==> src/hdl/rcsd_pkg.sv <==
// ----------------------------------------------------------------------------
// rcsd_pkg
// Shared constants, control word type and microprogram of the RC servo
// frame decoder.
// ----------------------------------------------------------------------------
package rcsd_pkg;

  localparam int unsigned MaxChannels = 8;
  localparam int unsigned StoreDepth  = MaxChannels * 2 + 5;
  localparam int unsigned AddrW       = $clog2(StoreDepth);
  localparam int unsigned ChanW       = 3;
  localparam int unsigned NumW        = $clog2(MaxChannels + 1);
  localparam int unsigned IdxW        = 10;
  localparam int unsigned ValW        = 13;

  localparam logic [7:0] SyncByte = 8'hA8;

  localparam int unsigned InLow     = 1000;
  localparam int unsigned InSpan    = 1000;
  localparam int unsigned OutLow    = 4320;
  localparam int unsigned OutSpan   = 220;
  localparam int unsigned RatioGcd  = 20;
  localparam int unsigned MulFactor = OutSpan / RatioGcd;
  localparam int unsigned DivFactor = InSpan / RatioGcd;
  localparam int unsigned RecipSh   = 22;
  localparam int unsigned Recip     = ((1 << RecipSh) + DivFactor - 1) / DivFactor;
  localparam int unsigned MagW      = 17;
  localparam int unsigned ProdW     = 2 * MagW;
  localparam int unsigned QuotW     = 11;

  typedef logic [2:0] step_t;
  typedef logic [1:0] cond_t;

  localparam step_t StepIdle = 3'd0;
  localparam step_t StepRdHi = 3'd1;
  localparam step_t StepRdLo = 3'd2;
  localparam step_t StepCalc = 3'd3;
  localparam step_t StepMul  = 3'd4;
  localparam step_t StepOut  = 3'd5;

  localparam cond_t CondSeq   = 2'd0;
  localparam cond_t CondFrame = 2'd1;
  localparam cond_t CondEmit  = 2'd2;

  typedef struct packed {
    logic  accept;
    logic  rd_lo;
    logic  ld_hi;
    logic  ld_mag;
    logic  ld_prod;
    logic  ld_out;
    cond_t cond;
    step_t target;
  } ctrl_t;

  typedef struct packed {
    logic frame_end;
    logic out_blocked;
    logic more;
  } seq_flags_t;

  function automatic ctrl_t prog_word(step_t step);
    ctrl_t w;
    w = '0;
    w.cond   = CondSeq;
    w.target = StepIdle;
    case (step)
      StepIdle: begin
        w.accept = 1'b1;
        w.cond   = CondFrame;
        w.target = StepRdHi;
      end
      StepRdHi: begin
        w.cond = CondSeq;
      end
      StepRdLo: begin
        w.rd_lo = 1'b1;
        w.ld_hi = 1'b1;
      end
      StepCalc: begin
        w.ld_mag = 1'b1;
      end
      StepMul: begin
        w.ld_prod = 1'b1;
      end
      StepOut: begin
        w.ld_out = 1'b1;
        w.cond   = CondEmit;
        w.target = StepRdHi;
      end
      default: begin
        w.cond   = CondFrame;
        w.target = StepIdle;
      end
    endcase
    return w;
  endfunction

endpackage

==> src/hdl/rc_servo_frame_decoder_unit.sv <==
// ----------------------------------------------------------------------------
// rc_servo_frame_decoder_unit
// Decodes framed RC servo data from a received byte stream into scaled
// pulse compare values, one transaction per channel.
// ----------------------------------------------------------------------------
// Input channel: one received byte per transaction (rx_byte_i). While idle,
// bytes other than the sync value are dropped. A sync byte opens a frame;
// byte 2 gives the channel count N and the frame closes after 2N+5 bytes.
// Bytes may follow back to back; in_ready_o is high whenever no frame is decoding.
// Output channel: when a frame closes, min(N,8) transactions follow in
// channel order, last_o marking the final one; a count of zero gives none.
// Each channel passes through the shared scaler (store read of two
// bytes, offset and scale, reciprocal multiply, output load), and a full
// frame drains all 8 channels before input opens again.
// A stalled receiver holds the output register and the sequencer; the
// last channel of a frame may still wait while new bytes are taken.
// Reset returns the block to sync hunting with no result pending; it
// needs no clearing pass.
// ----------------------------------------------------------------------------
module rc_servo_frame_decoder_unit (
  input  logic                       clk_i,
  input  logic                       rst_ni,
  input  logic                       in_valid_i,
  output logic                       in_ready_o,
  input  logic [7:0]                 rx_byte_i,
  output logic                       out_valid_o,
  input  logic                       out_ready_i,
  output logic [rcsd_pkg::ChanW-1:0] channel_o,
  output logic [rcsd_pkg::ValW-1:0]  pulse_value_o,
  output logic                       last_o
);
  import rcsd_pkg::*;

  ctrl_t      ctrl;
  seq_flags_t flags;

  logic [7:0] store_mem [StoreDepth];
  logic [7:0] rd_q;
  logic [AddrW-1:0] rd_addr, wr_addr;
  logic       wr_en;

  logic            in_frame_q;
  logic [IdxW-1:0] idx_q, idx_next, frame_len;
  logic [7:0]      count_q, count_eff;
  logic [NumW-1:0] num_q, num_eff;
  logic [ChanW-1:0] chan_q;
  logic            accept, frame_close;

  logic [7:0]         hi_q;
  logic [15:0]        word;
  logic signed [13:0] diff;
  logic [12:0]        mag_abs;
  logic [MagW-1:0]    mag_q;
  logic               neg_q, neg_p_q;
  logic [ProdW-1:0]   prod_q;
  logic [QuotW-1:0]   quot;
  logic [ValW-1:0]    val;

  logic             out_valid_q;
  logic [ChanW-1:0] out_chan_q;
  logic [ValW-1:0]  out_val_q;
  logic             out_last_q;
  logic             out_load, more;

  rcsd_seq u_seq (
    .clk_i  (clk_i),
    .rst_ni (rst_ni),
    .flags_i(flags),
    .ctrl_o (ctrl)
  );

  assign in_ready_o = ctrl.accept;
  assign accept     = in_valid_i && ctrl.accept;

  assign count_eff = (idx_q == IdxW'(2)) ? rx_byte_i : count_q;
  assign idx_next  = idx_q + IdxW'(1);
  assign frame_len = IdxW'({count_eff, 1'b0}) + IdxW'(5);
  assign num_eff   = (count_eff > 8'(MaxChannels)) ? NumW'(MaxChannels) : NumW'(count_eff);
  assign frame_close = accept && in_frame_q && (idx_next == frame_len);

  assign more = (NumW'(chan_q) + NumW'(1)) != num_q;

  assign flags.frame_end   = frame_close && (num_eff != '0);
  assign flags.out_blocked = out_valid_q && !out_ready_i;
  assign flags.more        = more;

  assign out_load = ctrl.ld_out && !flags.out_blocked;

  always_ff @(posedge clk_i or negedge rst_ni) begin
    if (!rst_ni) begin
      in_frame_q <= 1'b0;
      idx_q      <= '0;
      count_q    <= 8'd1;
      num_q      <= '0;
      chan_q     <= '0;
    end else begin
      if (accept) begin
        if (!in_frame_q) begin
          if (rx_byte_i == SyncByte) begin
            in_frame_q <= 1'b1;
            idx_q      <= IdxW'(1);
            count_q    <= 8'd1;
          end
        end else if (frame_close) begin
          in_frame_q <= 1'b0;
          idx_q      <= '0;
          count_q    <= count_eff;
          num_q      <= num_eff;
          chan_q     <= '0;
        end else begin
          idx_q   <= idx_next;
          count_q <= count_eff;
        end
      end
      if (out_load) begin
        chan_q <= chan_q + ChanW'(1);
      end
    end
  end

  assign wr_en   = accept && (in_frame_q ? (idx_q < IdxW'(StoreDepth))
                                         : (rx_byte_i == SyncByte));
  assign wr_addr = in_frame_q ? idx_q[AddrW-1:0] : '0;
  assign rd_addr = AddrW'({chan_q, 1'b0}) + (ctrl.rd_lo ? AddrW'(4) : AddrW'(3));

  always_ff @(posedge clk_i) begin
    if (wr_en) begin
      store_mem[wr_addr] <= rx_byte_i;
    end
    rd_q <= store_mem[rd_addr];
  end

  assign word    = {hi_q, rd_q};
  assign diff    = $signed({1'b0, word[15:3]}) - $signed(14'(InLow));
  assign mag_abs = diff[13] ? 13'(-diff) : 13'(diff);
  assign quot    = prod_q[RecipSh +: QuotW];
  assign val     = neg_p_q ? (ValW'(OutLow) - ValW'(quot)) : (ValW'(OutLow) + ValW'(quot));

  always_ff @(posedge clk_i) begin
    if (ctrl.ld_hi) begin
      hi_q <= rd_q;
    end
    if (ctrl.ld_mag) begin
      mag_q <= MagW'(mag_abs) * MagW'(MulFactor);
      neg_q <= diff[13];
    end
    if (ctrl.ld_prod) begin
      prod_q  <= ProdW'(mag_q) * ProdW'(Recip);
      neg_p_q <= neg_q;
    end
    if (out_load) begin
      out_chan_q <= chan_q;
      out_val_q  <= val;
      out_last_q <= !more;
    end
  end

  always_ff @(posedge clk_i or negedge rst_ni) begin
    if (!rst_ni) begin
      out_valid_q <= 1'b0;
    end else if (out_load) begin
      out_valid_q <= 1'b1;
    end else if (out_ready_i) begin
      out_valid_q <= 1'b0;
    end
  end

  assign out_valid_o   = out_valid_q;
  assign channel_o     = out_chan_q;
  assign pulse_value_o = out_val_q;
  assign last_o        = out_last_q;

endmodule

==> src/hdl/rcsd_seq.sv <==
// ----------------------------------------------------------------------------
// rcsd_seq
// Step counter and microprogram ROM with conditional jumps.
// ----------------------------------------------------------------------------
module rcsd_seq (
  input  logic                clk_i,
  input  logic                rst_ni,
  input  rcsd_pkg::seq_flags_t flags_i,
  output rcsd_pkg::ctrl_t     ctrl_o
);
  import rcsd_pkg::*;

  step_t step_q, step_d;
  ctrl_t ctrl;

  assign ctrl   = prog_word(step_q);
  assign ctrl_o = ctrl;

  always_comb begin
    step_d = step_q;
    case (ctrl.cond)
      CondSeq:   step_d = step_q + step_t'(1);
      CondFrame: step_d = flags_i.frame_end ? ctrl.target : step_q;
      CondEmit: begin
        if (!flags_i.out_blocked) begin
          step_d = flags_i.more ? ctrl.target : StepIdle;
        end
      end
      default:   step_d = StepIdle;
    endcase
  end

  always_ff @(posedge clk_i or negedge rst_ni) begin
    if (!rst_ni) begin
      step_q <= StepIdle;
    end else begin
      step_q <= step_d;
    end
  end

endmodule

==> config.mk <==
export PLATFORM = sky130hd
export DESIGN_NAME = rc_servo_frame_decoder_unit
export DESIGN_NICKNAME = d
export VERILOG_FILES = /design/src/hdl/rcsd_pkg.sv /design/src/hdl/rc_servo_frame_decoder_unit.sv /design/src/hdl/rcsd_seq.sv
export SDC_FILE = /design/constraint.sdc
export NUM_CORES = 1
export LEC_CHECK = 0
export BUFFER_PORTS_ARGS = -buffer_cell sky130_fd_sc_hd__buf_2
export CAP_MARGIN = 0
export CORE_UTILIZATION = 55
export CTS_CLUSTER_DIAMETER = 150
export DETAILED_ROUTE_END_ITERATION = 8
export PLACE_DENSITY = 0.71
export SLEW_MARGIN = 20
export SYNTH_ARGS = -nofsm -noshare
export SYNTH_HDL_FRONTEND = slang
export SYNTH_SLANG_ARGS = --single-unit
==> constraint.sdc <==
create_clock -name clk_i -period 6.7 [get_ports clk_i]
set_input_delay 1.005 -clock clk_i [delete_from_list [all_inputs] [get_ports clk_i]]
set_output_delay 1.005 -clock clk_i [all_outputs]
set_load 0.05 [all_outputs]
# Word level (Yosys, flattened, before mapping)
# Memory sizes are Yosys's and may differ from the RTL's. A register that Yosys moved wholly into a read port is not among the register bits.
# Index checks and enable logic that the tools add are counted.
# word_totals
output_inout_bits	19
input_bits	12
regBits	107
memories	1
mem_bits_rw	168
word_cells	101
# mem_list
name	words	width	rd	rd_ports_with_merged_regs	wr	line	text
store_mem	21	8	1	1	1	rc_servo_frame_decoder_unit.sv:37	logic [7:0] store_mem [StoreDepth];
# op_classes
n_addsub	10
magnitude_cmp	2
n_reduce_logical	24
mul	2
n_mux	34
n_eq_ne	13
# ops
cell	n
$mul 17x17->33 const B	1
$mux 10	3
$mux 13	2
$mux 8	3
$mux 3	7
$mul 13x4->17 const B	1
$mux 1	14
$sub 13x10->14 const B	1
$add 13x11->13 const A	1
$neg 13->13	1
$sub 13x11->13 const A	1
$add 10x1->10 const B	1
$add 9x3->10 const B	1
$eq 10x10->1	1
$eq 10x2->1 const B	1
$lt 10x5->1 const B	1
$reduce_bool 2->1	5
$pmux 3 s3	1
$eq 8x8->1 const B	1
$gt 8x4->1 const B	1
$logic_and 1x1->1	7
$add 3x1->3 const B	2
$eq 3x2->1 const B	2
$eq 3x3->1 const B	2
20 further kinds	24

# Logic depth before layout (Yosys ltp)
# logic_depth
ltp_word	9
depth_mapped	22
depth_no_buf	21

# By module
# A second synthesis with hierarchy kept.
# unflattened
cells_unflattened	1468
area_unflattened_um2	18218.7
# by_module_without_submodules
mod	n_inst	area_each_um2	cells_per_inst	seq_area_each_um2
rc_servo_frame_decoder_unit	1	17852.1	1424	7533.5
rcsd_seq	1	366.6	44	75.1

# Worst setup path after synthesis
# Ideal clock, no wire load.
# synth_timing
path_kind	register to register
start	register mag_q[7]
end	register prod_q[32] (data pin)
t_required_ps	6430
t_arrival_ps	5256
path_slack_ps	1174
path_stages_with_launch	20
synth_period_minus_slack_ps	5526
setup_time_ps	270
path_buffers	0
path_cell_list	edfxtp_1 -> ha_1 -> inv_1 -> fa_1 -> fa_1 -> inv_1 -> ha_1 -> fa_1 -> inv_1 -> fa_1 -> inv_1 -> ha_1 -> a21o_1 -> a21o_1 -> a221o_1 -> a31oi_1 -> o22a_1 -> o211ai_1 -> a2111oi_0 -> nor3b_1
# synth_via
elab_chain_cells	1
# synth_rtl
element	line	text
from (decl)	rc_servo_frame_decoder_unit.sv:53	logic [MagW-1:0] mag_q;
from (signal assigned)	rc_servo_frame_decoder_unit.sv:144	mag_q <= MagW'(mag_abs) * MagW'(MulFactor);
$mul 17x17->33	rc_servo_frame_decoder_unit.sv:148	prod_q <= ProdW'(mag_q) * ProdW'(Recip);
to (signal assigned)	rc_servo_frame_decoder_unit.sv:148	
to (decl)	rc_servo_frame_decoder_unit.sv:55	logic [ProdW-1:0] prod_q;
# Every way passes these cells.
# A chain may end at the register's enable or synchronous reset.

# Worst setup path after layout
# layout_timing
start	register mag_q[5]
end	register prod_q[32] (data pin)
# The elaborated chain is that of the path after synthesis.

==> flow_summary.yaml <==
sta:
  worstMarginPinSlew_ns: 0.9518
  relSlewSlack_pct: 36.55
  finalHoldViolCount: 0
  tns_ns: 0
  setup_viol: 0
  period_needed_ns: 6.151
  finalMaxSlewViolations: 0
  rsz0062_at_grt: "false"
  fin_crit_sh_pct: 91.81
  fin_skew_ns: 0.01905
  fmax_ghz: 0.1626
  fin_hold_ws_ns: 0.4038
cts:
  h-tree-depth: 1
  cts-root-buf: "clkbuf_16"
  cts_resized: 0
  clock_sinks: 261
  cts_buffers: 29
  holdBufCountCts: 0
  path_clk_slew_ns: 0.06
  clock_path_buffers: 3
  cts_setup_buffers: 0
  cts_tree: "built"
  clock_latency_ns: 0.56
setup_path:
  crit_required_ns: 6.98
  path_max_fanout: 7
  rrSetupSlack_ns: 0.55
  critPathLaunch: "mag_q[5]"
  r2r_end: "prod_q[32]"
  startpoint_type: "register"
  timing.rr.start: "mag_q[5]"
  endpoint_kind: "register"
  r2r_cells: 19
  cp_data_arrival_time_ns: 6.43
  worst-setup-path-type: "register to register"
  crit_path_end: "prod_q[32]"
place:
  place_hpwl_um: 26970
  place.gp.congestion: 0.8896
  io_buffers: 30
pwr:
  ir_worst_vdd_mv: 0.2386
  leakagePower_uw: 0.008704
  p_per_area_nw_per_um2: 166.2
synth:
  synth_edf_count: 223
  synth_nets: 1846
  synthMuxAreaShare_pct: 7.141
  synth-main-ff-cell: "edfxtp_1"
  yosys.area_share.simple_pct: 7.094
  ys_ff_latch: 261
  synthAdderAreaFrac_pct: 27.76
  synth_compound_area_share_pct: 6.207
  synth_top_family_by_area: "adder cells"
  synthArstFlopShare_pct: 11.49
  yosysSeqAreaShare_pct: 41.16
  syn_inst: 1503
  syn_area_per_cell_um2: 12.30
  synth_cell_type_count: 80
  synth-xor-area-share_pct: 3.181
  ys_warn_count: 0
  synthesis.area_um2: 18490
final_layout:
  antenna_cells: 0
  drive_above_1_share_pct: 9.994
  nets: 1883
  syn2layout_area_growth_pct: 8.325
  fin_util_pct: 61.08
routing:
  drtPass1Iterations: 5
  drc: 0
  drt_iter0_markers: 600
  num_vias: 11033
  routedWlPerCell_um: 17.78
  vias_per_cell: 5.508
  final_antenna_net_count: 0
  drt-total-wl_um: 35620
die:
  dieWidth_um: 185.3
  die-area_um2: 34350
  die_y_um: 185.3
  coreArea_um2: 32780
  num_rows: 66
  start_util_pct: 56.39
  io_pins: 31
grt:
  grt_pass1_vias: 11239
  grt_max_degree: 41
  antenna_found_initial: 1
  grt_pass1_wl_um: 58130
  gr-total-overflow: 0
  grtUsageTotal_pct: 22.00
outcome:
  status: "finished clean"
min_path:
  holdCritStartpoint: "rd_q[1]"
  hold_class: "register to register"
run:
  cap_violations: 0
-- cell type report --
class | instances | area, µm²
Fill cell | 2567 | 12760
Multi-Input combinational cell | 883 | 9502
Sequential cell | 261 | 7609
Inverter | 329 | 1235
Clock buffer | 39 | 783.3
Tap cell | 442 | 553.0
Timing Repair Buffer | 36 | 195.2
Clock inverter | 13 | 147.6
-- cells in the final DEF, fill, tap and decap left out, drive strengths merged, types with 9 or more instances in the layout --
master	count
nand2b	9
nand3	24
fa	132
inv	332
or3	10
mux4	48
clkbuf	39
buf	36
ha	199
dfrtp	29
mux2i	16
o21ai	40
nand4	14
a22o	9
a21o	17
edfxtp	223
nand2	55
a21oi	29
a31oi	10
nor3	21
xnor2	43
nor2	65
xor2	19
-- cells by family after synthesis --
family	Yosys count
xor+xnor	64
mux	70
buf+inv	359
simple gates	252
fa+ha+maj	331
flops	261
compound gates	166
-- state kept, by name, indices dropped and copies added (netlist names) --
register and flops:
num_q 4, u_seq.step_q 3, neg_p_q 1, out_valid_o 1, chan_q 3, idx_q 10
count_q 8, rd_q 8, prod_q 11, hi_q 8, last_o 1, mag_q 17
in_frame_q 1, pulse_value_o 13, channel_o 3, store_mem 168, neg_q 1
-- metrics by stage --
stage | setup WS, ns | total power (µW) | cell area, µm² | std cells
final | 0.5486 | 3327 | 20020 | 2003
after global placement | 0.7573 | 1821 | 19090 | 1951
after detailed placement | 0.5605 | 1822 | 19090 | 1951
after floorplan | 1.174 | 1793 | 18490 | 1503
after global routing | 0.1559 | 3422 | 20020 | 2003
after CTS | 0.5164 | 3356 | 20020 | 2003
-- cell usage after synthesis (all sizes together), types with 3 or more instances --
cell type | instances | share of area [%]
inv | 327 | 6.6
edfxtp | 223 | 36
ha | 199 | 13
fa | 132 | 14
nor2 | 65 | 1.3
nand2 | 55 | 1.1
mux4 | 48 | 5.8
xnor2 | 43 | 2.0
o21ai | 40 | 1.1
a21oi | 29 | 0.79
dfrtp | 29 | 3.9
nand3 | 24 | 0.68
nor3 | 21 | 0.63
clkbuf | 19 | 0.39
xor2 | 19 | 0.90
a21o | 17 | 0.69
mux2i | 16 | 0.87
nand4 | 14 | 0.47
buf | 11 | 0.39
a31oi | 10 | 0.37
or3 | 10 | 0.34
a22o | 9 | 0.43
nand2b | 9 | 0.30
and2 | 8 | 0.27
dfxtp | 8 | 0.87
nor2b | 8 | 0.27
and3 | 6 | 0.20
mux2 | 6 | 0.43
nor4 | 6 | 0.28
o211ai | 6 | 0.24
o22ai | 6 | 0.20
o31ai | 6 | 0.32
o21a | 5 | 0.20
or2 | 5 | 0.17
a211oi | 4 | 0.16
a221oi | 4 | 0.19
o21bai | 4 | 0.16
o31a | 4 | 0.19
or4 | 4 | 0.18
a211o | 3 | 0.14
and4 | 3 | 0.14
nand3b | 3 | 0.12
nand4b | 3 | 0.14
nor3b | 3 | 0.12
-- power by group --
part	leakage, µW	internal (µW)	switching (µW)
logic	0.00576	4.19	26.3
registers	0.00248	1760	0.0000000000000112
clock network	0.000457	904	635
total	0.00870	2670	662
-- routing by layer --
metal / up-vias / global-route usage [%] / routed length [µm]
li1: 5256 / - / -
met1: 5492 / 28.26 / 15330
met2: 224 / 39.51 / 18160
met4: 2 / 5.025 / 731
met5: - / 0 / 17
met3: 59 / 2.812 / 1375
-- how the worst min path moves through the flow --
stage               to  slack [ns]  depth (start not counted)
6_report       hi_q[1]        0.40                          0
5_1_grt        hi_q[1]        0.41                          0
4_1_cts        hi_q[1]        0.40                          0
3_5_place_dp   hi_q[1]        0.39                          0
3_3_place_gp   hi_q[1]        0.39                          0
2_1_floorplan  hi_q[0]        0.39                          0
-- worst max-delay path: stages (launching register included) --
cell	delay, ns
edfxtp_1	0.52
ha_1	0.36
inv_1	0.06
fa_1	0.51
fa_1	0.52
inv_1	0.04
ha_1	0.31
fa_1	0.53
inv_1	0.05
fa_1	0.52
inv_1	0.04
ha_1	0.32
a21o_1	0.21
a21o_1	0.19
a221o_1	0.34
a31oi_1	0.24
o22a_1	0.30
o211ai_1	0.24
a2111oi_0	0.48
nor3b_1	0.10
Power figures use the tool's default switching activity.
